==> config.mk <==
export PLATFORM = sky130hd
export DESIGN_NAME = kmp_string_matcher_core
export DESIGN_NICKNAME = d
export VERILOG_FILES = /design/src/kmp_pkg.sv /design/src/kmp_ram.sv /design/src/kmp_front.sv /design/src/kmp_back.sv /design/src/kmp_string_matcher_core.sv
export SDC_FILE = /design/constraint.sdc
export NUM_CORES = 1
export LEC_CHECK = 0
export BUFFER_PORTS_ARGS = -buffer_cell sky130_fd_sc_hd__buf_2
export CORE_MARGIN = 2
export CORE_UTILIZATION = 50
export CTS_BUF_LIST = sky130_fd_sc_hd__clkbuf_8
export DETAILED_ROUTE_END_ITERATION = 8
export PLACE_DENSITY = 0.71
export SLEW_MARGIN = 5
export SYNTH_ARGS = -nofsm -noshare
export SYNTH_HDL_FRONTEND = slang
export SYNTH_SLANG_ARGS = --single-unit
==> constraint.sdc <==
create_clock -name clk -period 10.1 [get_ports clk]
set_input_delay 0 -clock clk [delete_from_list [all_inputs] [get_ports clk]]
set_output_delay 0 -clock clk [all_outputs]
set_load 0.02 [all_outputs]
==> src/kmp_pkg.sv <==
// shared types and constants of the kmp string matcher
package kmp_pkg;

    localparam int PATTERN_DEPTH = 64;
    localparam int ADDR_W = (PATTERN_DEPTH > 1) ? $clog2(PATTERN_DEPTH) : 1;
    localparam int LEN_W = $clog2(PATTERN_DEPTH + 1);
    localparam int QUEUE_DEPTH = 2;
    localparam int QPTR_W = (QUEUE_DEPTH > 1) ? $clog2(QUEUE_DEPTH) : 1;
    localparam int QCNT_W = $clog2(QUEUE_DEPTH + 1);

    // input func codes
    localparam logic [1:0] FN_FIRST = 2'd0;
    localparam logic [1:0] FN_NEXT = 2'd1;
    localparam logic [1:0] FN_TEXT = 2'd2;
    localparam logic [1:0] FN_END = 2'd3;

    // result kinds
    localparam logic KIND_MATCH = 1'b0;
    localparam logic KIND_SUMMARY = 1'b1;

    typedef enum logic [1:0] {
        OP_RESTART,
        OP_APPEND,
        OP_TEXT,
        OP_END
    } op_t;

    typedef struct packed {
        op_t        op;
        logic [7:0] data;
    } cmd_t;

    typedef struct packed {
        logic        kind;
        logic [31:0] position;
        logic [31:0] total;
        logic        overflow;
    } result_t;

endpackage

==> src/kmp_ram.sv <==
// generic single-write, single-read ram with registered read data
module kmp_ram #(
    parameter int WIDTH = 8,
    parameter int DEPTH = 64
) (
    input  logic                                          clk,
    input  logic                                          we,
    input  logic [((DEPTH > 1) ? $clog2(DEPTH) : 1)-1:0] waddr,
    input  logic [WIDTH-1:0]                              wdata,
    input  logic [((DEPTH > 1) ? $clog2(DEPTH) : 1)-1:0] raddr,
    output logic [WIDTH-1:0]                              rdata
);

    logic [WIDTH-1:0] mem [DEPTH];

    always_ff @(posedge clk)
    begin
        if (we)
        begin
            mem[waddr] <= wdata;
        end
        rdata <= mem[raddr];
    end

endmodule

==> src/kmp_front.sv <==
// input side: decodes each item into a command and queues it for the back end
module kmp_front (
    input  logic          clk,
    input  logic          rst_n,
    input  logic          s_tvalid,
    output logic          s_tready,
    input  logic [7:0]    s_tdata,
    input  logic [1:0]    s_tuser,
    output logic          cmd_valid,
    input  logic          cmd_ready,
    output kmp_pkg::cmd_t cmd
);

    import kmp_pkg::*;

    cmd_t              q_reg [QUEUE_DEPTH];
    logic [QPTR_W-1:0] wr_ptr_reg, wr_ptr_next;
    logic [QPTR_W-1:0] rd_ptr_reg, rd_ptr_next;
    logic [QCNT_W-1:0] count_reg, count_next;
    logic              push, pop;
    cmd_t              in_cmd;

    always_comb
    begin
        in_cmd.data = s_tdata;
        case (s_tuser)
            FN_FIRST: in_cmd.op = OP_RESTART;
            FN_NEXT:  in_cmd.op = OP_APPEND;
            FN_TEXT:  in_cmd.op = OP_TEXT;
            default:  in_cmd.op = OP_END;
        endcase
    end

    assign s_tready = (count_reg != QCNT_W'(QUEUE_DEPTH));
    assign cmd_valid = (count_reg != '0);
    assign cmd = q_reg[rd_ptr_reg];
    assign push = s_tvalid && s_tready;
    assign pop = cmd_valid && cmd_ready;

    always_comb
    begin
        wr_ptr_next = wr_ptr_reg;
        rd_ptr_next = rd_ptr_reg;
        count_next = count_reg;
        if (push)
        begin
            wr_ptr_next = (wr_ptr_reg == QPTR_W'(QUEUE_DEPTH - 1)) ? '0 : wr_ptr_reg + 1'b1;
        end
        if (pop)
        begin
            rd_ptr_next = (rd_ptr_reg == QPTR_W'(QUEUE_DEPTH - 1)) ? '0 : rd_ptr_reg + 1'b1;
        end
        if (push && !pop)
        begin
            count_next = count_reg + 1'b1;
        end
        else if (pop && !push)
        begin
            count_next = count_reg - 1'b1;
        end
    end

    always_ff @(posedge clk or negedge rst_n)
    begin
        if (!rst_n)
        begin
            wr_ptr_reg <= '0;
            rd_ptr_reg <= '0;
            count_reg <= '0;
        end
        else
        begin
            wr_ptr_reg <= wr_ptr_next;
            rd_ptr_reg <= rd_ptr_next;
            count_reg <= count_next;
        end
    end

    always_ff @(posedge clk)
    begin
        if (push)
        begin
            q_reg[wr_ptr_reg] <= in_cmd;
        end
    end

endmodule

==> src/kmp_back.sv <==
// back end: pattern store, failure-link walks, match counting and result register
module kmp_back (
    input  logic             clk,
    input  logic             rst_n,
    input  logic             cmd_valid,
    output logic             cmd_ready,
    input  kmp_pkg::cmd_t    cmd,
    output logic             res_valid,
    input  logic             res_ready,
    output kmp_pkg::result_t res
);

    import kmp_pkg::*;

    typedef enum logic {
        ST_IDLE,
        ST_WALK
    } state_t;

    state_t            state_reg, state_next;
    op_t               op_reg, op_next;
    logic [7:0]        c_reg, c_next;
    logic [LEN_W-1:0]  k_reg, k_next;
    logic [LEN_W-1:0]  len_reg, len_next;
    logic [LEN_W-1:0]  idx_reg, idx_next;
    logic [LEN_W-1:0]  last_fail_reg, last_fail_next;
    logic [31:0]       pos_reg, pos_next;
    logic [31:0]       cnt_reg, cnt_next;
    logic              ovf_reg, ovf_next;
    logic              res_valid_reg, res_valid_next;
    result_t           res_reg, res_next;

    logic              out_free;
    logic [LEN_W-1:0]  k_issue;
    logic [LEN_W-1:0]  k_fin;
    logic              hit;
    logic              pat_we, fail_we;
    logic [ADDR_W-1:0] waddr;
    logic [7:0]        pat_wdata;
    logic [LEN_W-1:0]  fail_wdata;
    logic [7:0]        pat_rdata;
    logic [LEN_W-1:0]  fail_rdata;
    logic [LEN_W-1:0]  fail_raddr_full;

    assign out_free = !res_valid_reg || res_ready;
    assign hit = (pat_rdata == c_reg);
    assign fail_raddr_full = k_issue - 1'b1;

    always_comb
    begin
        state_next = state_reg;
        op_next = op_reg;
        c_next = c_reg;
        k_next = k_reg;
        len_next = len_reg;
        idx_next = idx_reg;
        last_fail_next = last_fail_reg;
        pos_next = pos_reg;
        cnt_next = cnt_reg;
        ovf_next = ovf_reg;
        res_valid_next = res_valid_reg && !res_ready;
        res_next = res_reg;
        cmd_ready = 1'b0;
        k_issue = k_reg;
        k_fin = '0;
        pat_we = 1'b0;
        fail_we = 1'b0;
        waddr = len_reg[ADDR_W-1:0];
        pat_wdata = c_reg;
        fail_wdata = '0;

        case (state_reg)
            ST_IDLE:
            begin
                if (cmd_valid && out_free)
                begin
                    cmd_ready = 1'b1;
                    op_next = cmd.op;
                    c_next = cmd.data;
                    case (cmd.op)
                        OP_RESTART, OP_APPEND:
                        begin
                            if (cmd.op == OP_RESTART || len_reg == '0)
                            begin
                                // pattern starts over with this byte alone
                                if (cmd.op == OP_RESTART)
                                begin
                                    ovf_next = 1'b0;
                                    idx_next = '0;
                                end
                                pat_we = 1'b1;
                                fail_we = 1'b1;
                                waddr = '0;
                                pat_wdata = cmd.data;
                                fail_wdata = '0;
                                last_fail_next = '0;
                                len_next = LEN_W'(1);
                            end
                            else if (len_reg >= LEN_W'(PATTERN_DEPTH))
                            begin
                                ovf_next = 1'b1;
                            end
                            else
                            begin
                                k_issue = last_fail_reg;
                                k_next = last_fail_reg;
                                state_next = ST_WALK;
                            end
                        end
                        OP_TEXT:
                        begin
                            if (len_reg == '0)
                            begin
                                pos_next = pos_reg + 32'd1;
                            end
                            else
                            begin
                                k_issue = (idx_reg >= len_reg) ? '0 : idx_reg;
                                k_next = k_issue;
                                state_next = ST_WALK;
                            end
                        end
                        default:
                        begin
                            res_valid_next = 1'b1;
                            res_next.kind = KIND_SUMMARY;
                            res_next.position = '0;
                            res_next.total = cnt_reg;
                            res_next.overflow = ovf_reg;
                            pos_next = '0;
                            idx_next = '0;
                            cnt_next = '0;
                        end
                    endcase
                end
            end
            ST_WALK:
            begin
                if (!hit && k_reg != '0)
                begin
                    // follow one failure link, read data feeds the next address
                    k_issue = fail_rdata;
                    k_next = fail_rdata;
                end
                else
                begin
                    k_fin = hit ? k_reg + 1'b1 : '0;
                    state_next = ST_IDLE;
                    if (op_reg == OP_TEXT)
                    begin
                        pos_next = pos_reg + 32'd1;
                        if (k_fin == len_reg)
                        begin
                            res_valid_next = 1'b1;
                            res_next.kind = KIND_MATCH;
                            res_next.position = pos_reg - 32'(len_reg) + 32'd1;
                            res_next.total = '0;
                            res_next.overflow = 1'b0;
                            if (cnt_reg != '1)
                            begin
                                cnt_next = cnt_reg + 32'd1;
                            end
                            idx_next = last_fail_reg;
                        end
                        else
                        begin
                            idx_next = k_fin;
                        end
                    end
                    else
                    begin
                        pat_we = 1'b1;
                        fail_we = 1'b1;
                        waddr = len_reg[ADDR_W-1:0];
                        pat_wdata = c_reg;
                        fail_wdata = k_fin;
                        last_fail_next = k_fin;
                        len_next = len_reg + 1'b1;
                    end
                end
            end
            default:
            begin
                state_next = ST_IDLE;
            end
        endcase
    end

    always_ff @(posedge clk or negedge rst_n)
    begin
        if (!rst_n)
        begin
            state_reg <= ST_IDLE;
            op_reg <= OP_END;
            k_reg <= '0;
            len_reg <= '0;
            idx_reg <= '0;
            last_fail_reg <= '0;
            pos_reg <= '0;
            cnt_reg <= '0;
            ovf_reg <= 1'b0;
            res_valid_reg <= 1'b0;
        end
        else
        begin
            state_reg <= state_next;
            op_reg <= op_next;
            k_reg <= k_next;
            len_reg <= len_next;
            idx_reg <= idx_next;
            last_fail_reg <= last_fail_next;
            pos_reg <= pos_next;
            cnt_reg <= cnt_next;
            ovf_reg <= ovf_next;
            res_valid_reg <= res_valid_next;
        end
    end

    always_ff @(posedge clk)
    begin
        c_reg <= c_next;
        res_reg <= res_next;
    end

    kmp_ram #(
        .WIDTH(8),
        .DEPTH(PATTERN_DEPTH)
    ) u_pattern_ram (
        .clk  (clk),
        .we   (pat_we),
        .waddr(waddr),
        .wdata(pat_wdata),
        .raddr(k_issue[ADDR_W-1:0]),
        .rdata(pat_rdata)
    );

    kmp_ram #(
        .WIDTH(LEN_W),
        .DEPTH(PATTERN_DEPTH)
    ) u_failure_ram (
        .clk  (clk),
        .we   (fail_we),
        .waddr(waddr),
        .wdata(fail_wdata),
        .raddr(fail_raddr_full[ADDR_W-1:0]),
        .rdata(fail_rdata)
    );

    assign res_valid = res_valid_reg;
    assign res = res_reg;

`ifndef SYNTH
    a_len_bound: assert property (@(posedge clk) disable iff (!rst_n)
        len_reg <= LEN_W'(PATTERN_DEPTH))
        else $error("pattern length beyond store depth");

    a_idx_bound: assert property (@(posedge clk) disable iff (!rst_n)
        (idx_reg < len_reg) || (idx_reg == '0))
        else $error("match index not below pattern length");

    a_walk_bound: assert property (@(posedge clk) disable iff (!rst_n)
        (state_reg == ST_WALK) |-> (k_reg < len_reg))
        else $error("failure walk left the written part of the store");

    a_start_free: assert property (@(posedge clk) disable iff (!rst_n)
        cmd_ready |-> (!res_valid_reg || res_ready))
        else $error("command taken while result register is blocked");
`endif

endmodule

==> src/kmp_string_matcher_core.sv <==
// top level of the kmp string matcher: input queue, matching back end, port packing
//
// Items enter through a two-entry queue, so the input keeps accepting while the
// back end works or a result waits on the output register. A first-pattern byte,
// an end-of-text item, a dropped pattern byte or a text byte with an empty
// pattern is finished in the back end's idle state. Any other pattern or text
// byte also passes through its walk state, which follows failure links until the
// byte matches or the link index is zero: the back end walks the failure table
// one link per cycle through the registered read of its ram. A match or a summary
// is held in the output register until taken, and the back end starts no new
// item while that register is full and not being drained.
module kmp_string_matcher_core (
    input  logic        clk,
    input  logic        rst_n,
    input  logic        s_tvalid,
    output logic        s_tready,
    input  logic [7:0]  s_tdata,   // data_byte[7:0]
    input  logic [1:0]  s_tuser,   // func[1:0]
    output logic        m_tvalid,
    input  logic        m_tready,
    output logic [71:0] m_tdata,   // match_position[31:0], total_matches[63:32],
                                   // pattern_overflow[64], zero[71:65]
    output logic        m_tuser    // result_kind[0]
);

    import kmp_pkg::*;

    logic    cmd_valid;
    logic    cmd_ready;
    cmd_t    cmd;
    result_t res;

    kmp_front u_front (
        .clk      (clk),
        .rst_n    (rst_n),
        .s_tvalid (s_tvalid),
        .s_tready (s_tready),
        .s_tdata  (s_tdata),
        .s_tuser  (s_tuser),
        .cmd_valid(cmd_valid),
        .cmd_ready(cmd_ready),
        .cmd      (cmd)
    );

    kmp_back u_back (
        .clk      (clk),
        .rst_n    (rst_n),
        .cmd_valid(cmd_valid),
        .cmd_ready(cmd_ready),
        .cmd      (cmd),
        .res_valid(m_tvalid),
        .res_ready(m_tready),
        .res      (res)
    );

    assign m_tdata = {7'b0, res.overflow, res.total, res.position};
    assign m_tuser = res.kind;

endmodule

==> impl_table.tex <==
\begin{tabular}{lr}
\hline
Metric & Value \\
\hline
\multicolumn{2}{l}{\textbf{Routing}} \\
\quad Via density & 5.91 \\
\quad Number of iterations in the first detailed-routing pass & 6 \\
\quad Number of design-rule violations left by the first detailed-router iteration & 3382 \\
\quad DR vias & between 20000 and 30000 \\
\quad DRT antenna net count & 0 \\
\quad Final WL & 119000 um \\
\quad Wire per inst & 24.6 um \\
\quad Total DRC errors in the routed layout & 0 \\
\multicolumn{2}{l}{\textbf{Timing}} \\
\quad Maximum frequency from static timing analysis & 153 MHz \\
\quad Final Slew Violations & 0 \\
\quad Final worst path period need & 6.55 ns \\
\quad Setup repair after global routing missed its margin & false \\
\quad Hold WS & between 0.1 and 0.15 ns \\
\quad Setup-failing EPs final & 0 \\
\quad Clock skew & 0.0612 ns \\
\quad Relative slew margins & around 17\% \\
\quad Final total negative setup slack & 0 ns \\
\quad Final hold violation count & 0 \\
\quad Slew at the pin closest to its max-slew limit & 1.25 ns \\
\quad Tcrit/Tclk final & 64.8\% \\
\multicolumn{2}{l}{\textbf{GRT}} \\
\quad Via count of the first global-routing pass & roughly 28000 \\
\quad Number of antenna violations at the first check in global routing & 1 \\
\quad GR Overflow Total & 0 \\
\quad Overall global routing resource usage & about 24\% \\
\quad Largest net degree at the start of global routing & 123 \\
\quad First-pass GRT wire length & 177000 um \\
\multicolumn{2}{l}{\textbf{Hold path}} \\
\quad Class of the worst hold path & input port to register \\
\quad Source of the worst hold timing path & s\_tvalid \\
\quad Hold Path Cell Cnt & 4 \\
\quad Terminating pin of the worst hold path & u\_front.wr\_ptr\_reg \\
\multicolumn{2}{l}{\textbf{Logic synthesis}} \\
\quad Synth unique cells & 91 \\
\quad Post-synth EDFFs & 1054 \\
\quad Cell Area, Synth & 48700 um\^{}2 \\
\quad Synthesis warning total & 0 \\
\quad Count of state elements after synthesis & 1170 \\
\quad Cells after Synth & 3208 \\
\quad Avg Inst Size Synth & $\sim$15 um\^{}2 \\
\quad Portion of the post-synthesis area used by sequential elements & 70.8\% \\
\quad Share of async-settable or async-resettable flops after synthesis & roughly 8.6\% \\
\quad Most used flip-flop cell after synthesis & sky130\_fd\_sc\_hd\_\_edfxtp\_1 \\
\multicolumn{2}{l}{\textbf{CTS}} \\
\quad Source-to-sink clock delay at the later pin of the worst-skew pair & 0.86 ns \\
\quad Cts bufs inserted & 179 \\
\quad Clk slew on worst S/H paths & about 0.060 ns \\
\quad Cell at the root of the clock tree & sky130\_fd\_sc\_hd\_\_clkbuf\_8 \\
\quad Number of clock sinks & 1170 \\
\quad Post-CTS sizing & 0 \\
\quad Clock tree from TritonCTS & built \\
\quad \# H-tree levels & 4 \\
\quad Clock buffer depth & 3 \\
\multicolumn{2}{l}{\textbf{Floorplanning}} \\
\quad DIE WIDTH & 316 um \\
\quad Core region area & approximately 97000 um\^{}2 \\
\quad Initial standard-cell utilization of the core & 50.4\% \\
\quad Total Die Area & $\sim$100000 um\^{}2 \\
\quad \# rows & between 100 and 150 \\
\quad Ports placed on the boundary & 89 \\
\quad Die span in y & 316 um \\
\multicolumn{2}{l}{\textbf{Worst setup path}} \\
\quad Kind of capture point of the worst setup path & register \\
\quad Reg2reg start & u\_back.len\_reg[5] \\
\quad Crit path cell chain & clkinv\_1 -> ha\_1 -> and2\_1 -> a221o\_1 -> a41oi\_2 -> nand3\_1 -> a22oi\_2 -> buf\_12 -> inv\_2 -> ha\_4 -> buf\_4 -> mux4\_2 -> mux4\_1 -> nand2\_1 -> nand4\_1 \\
\quad Number of cells on the worst reg-to-reg path & 15 \\
\quad Peak fanout along the critical path & about 120 \\
\quad Reg-to-reg setup timing slack & about 3.6 ns \\
\quad FF-to-FF End & u\_back.u\_failure\_ram.rdata[6] \\
\quad Critical Path Slowest Stage Cell & sky130\_fd\_sc\_hd\_\_buf\_4 \\
\quad Crit path arrival time & 7.27 ns \\
\quad Critical Path Source Type & register \\
\quad Required arrival time at the worst endpoint & 10.82 ns \\
\quad Category of the most critical setup path & register to register \\
\quad Largest stage delay on the critical path & 0.90 ns \\
\multicolumn{2}{l}{\textbf{Finish}} \\
\quad Post-layout instance count excluding filler cells & a little under 5000 \\
\quad Area growth syn-to-layout & 11.8\% \\
\quad Fraction of final layout cells sized beyond drive strength 1 & 16.8\% \\
\quad Max reg flops & 512 \\
\quad Net count of the finished layout & 3525 \\
\multicolumn{2}{l}{\textbf{Power}} \\
\quad Static power due to leakage & just over 0.02 uW \\
\quad Worst-case vdd ir drop & about 740 uV \\
\quad Total power draw & between 15000 and 20000 uW \\
\quad Power density cells & roughly 310 nW/um\^{}2 \\
\multicolumn{2}{l}{\textbf{Flow run}} \\
\quad Number of max-cap violations & 0 \\
\multicolumn{2}{l}{\textbf{Place}} \\
\quad Final GP Congestion & 0.888 \\
\quad Estimated wirelength of the detail-placed design & 71100 um \\
\quad \# port buffers & 81 \\
\quad Count of placed standard cells including taps & 4505 \\
\multicolumn{2}{l}{\textbf{Run status}} \\
\quad Outcome & finished clean \\
\hline
\end{tabular}
-- worst max path at each step --
stage	start	to	slack (ns)	depth (start not counted)
floorplan	u_back.len_reg[5]	u_back.u_failure_ram.rdata[6]	5.56	18
finish	u_back.len_reg[5]	u_back.u_failure_ram.rdata[6]	3.55	15
detailed placement	u_back.len_reg[5]	u_back.u_failure_ram.rdata[2]	3.35	15
global placement	u_back.len_reg[5]	u_back.u_failure_ram.rdata[2]	3.51	15
CTS	u_back.len_reg[5]	u_back.u_failure_ram.rdata[2]	3.35	15
global route	u_back.len_reg[5]	u_back.u_failure_ram.rdata[6]	2.94	15
-- routing by layer --
metal	global-route usage, %	vias up	routed length [um]
li1	-	12698	-
met1	32.6	14304	47700
met2	38.1	1467	56100
met3	5.76	193	11800
met4	8.72	0	3500
met5	0	-	0
-- cells in the final DEF, fill, tap and decap left out, types with 42 or more instances in the layout --
cell                       instances
sky130_fd_sc_hd__a32oi_1          65
sky130_fd_sc_hd__edfxtp_1       1054
sky130_fd_sc_hd__mux4_2          124
sky130_fd_sc_hd__nand2_1         489
sky130_fd_sc_hd__clkbuf_8        190
sky130_fd_sc_hd__nand3_1         170
sky130_fd_sc_hd__xnor2_1          59
sky130_fd_sc_hd__buf_4            97
sky130_fd_sc_hd__inv_1           131
sky130_fd_sc_hd__dfrtp_1          98
sky130_fd_sc_hd__mux2i_1         104
sky130_fd_sc_hd__nor2_1          163
sky130_fd_sc_hd__ha_1             74
sky130_fd_sc_hd__a21oi_1          43
sky130_fd_sc_hd__a31oi_1          72
sky130_fd_sc_hd__buf_2            80
sky130_fd_sc_hd__o21ai_0          42
-- power by group --
group          internal (uW)  switching, uW  total [uW]
logic                   2460           4930        7390
clock network           1840           1790        3630
registers               5840            193        6030
-- Yosys cell counts, types with 33 or more instances --
cell | n | share of area (%)
sky130_fd_sc_hd__a21oi_1 | 43 | 0.44
sky130_fd_sc_hd__a31oi_1 | 72 | 0.93
sky130_fd_sc_hd__a32oi_1 | 65 | 1.2
sky130_fd_sc_hd__buf_2 | 55 | 0.57
sky130_fd_sc_hd__clkbuf_1 | 75 | 0.58
sky130_fd_sc_hd__dfrtp_1 | 99 | 5.1
sky130_fd_sc_hd__edfxtp_1 | 1054 | 65
sky130_fd_sc_hd__ha_1 | 75 | 1.9
sky130_fd_sc_hd__inv_1 | 61 | 0.47
sky130_fd_sc_hd__mux2i_1 | 104 | 2.1
sky130_fd_sc_hd__mux4_2 | 124 | 5.7
sky130_fd_sc_hd__nand2_1 | 489 | 3.8
sky130_fd_sc_hd__nand3_1 | 170 | 1.7
sky130_fd_sc_hd__nand4_1 | 33 | 0.42
sky130_fd_sc_hd__nor2_1 | 172 | 1.3
sky130_fd_sc_hd__nor2b_1 | 37 | 0.48
sky130_fd_sc_hd__o21ai_0 | 42 | 0.43
sky130_fd_sc_hd__xnor2_1 | 59 | 1.1
sky130_fd_sc_hd__xor2_1 | 33 | 0.59
-- cells by family (layout without fill, tap and decap cells) --
group,Yosys count,in the layout,synth area share (%)
flip-flops,1170,1170,70.8
multiplexers,256,256,8.58
XOR/XNOR,95,95,1.79
AND/OR/NAND/NOR,1051,1051,9.90
other,1,8,0.00770
AO/OA/AOI/OAI,329,329,4.86
buffers and inverters,230,587,2.08
adder cells (fa/ha/maj),76,76,1.97
-- repair_timing --
action,in CTS,in global routing
endpoints found under the hold margin,159,0
buffers inserted,0,0
hold buffers,25,0
-- worst max-delay path: cells and delay by family (launching register included) --
kind | cells | cell delay (ns)
buf+inv | 4 | 2.00
fa+ha+maj | 2 | 1.19
mux | 2 | 0.92
compound gates | 3 | 0.89
flops | 1 | 0.64
simple gates | 4 | 0.63
-- area by class of cell --
class                           count  area (um^2)
Fill cell                        7431        42100
Sequential cell                  1170        34500
Multi-Input combinational cell   1814        13400
Clock buffer                      190         2620
Tap cell                         1276         1600
Timing Repair Buffer              204         1430
Clock inverter                    127          677
Inverter                           66          254
Antenna cell                        1         2.50
-- per-stage QoR --
stage	utilization (%)	area, um^2	worst slack [ns]
2_1_floorplan	-	48700	5.56
3_3_place_gp	52.7	50900	3.51
3_5_place_dp	52.7	50900	3.35
4_1_cts	56.4	54400	3.35
5_1_grt	56.4	54400	2.94
6_report	56.4	54400	3.55
(Power assumes the default switching activity.)
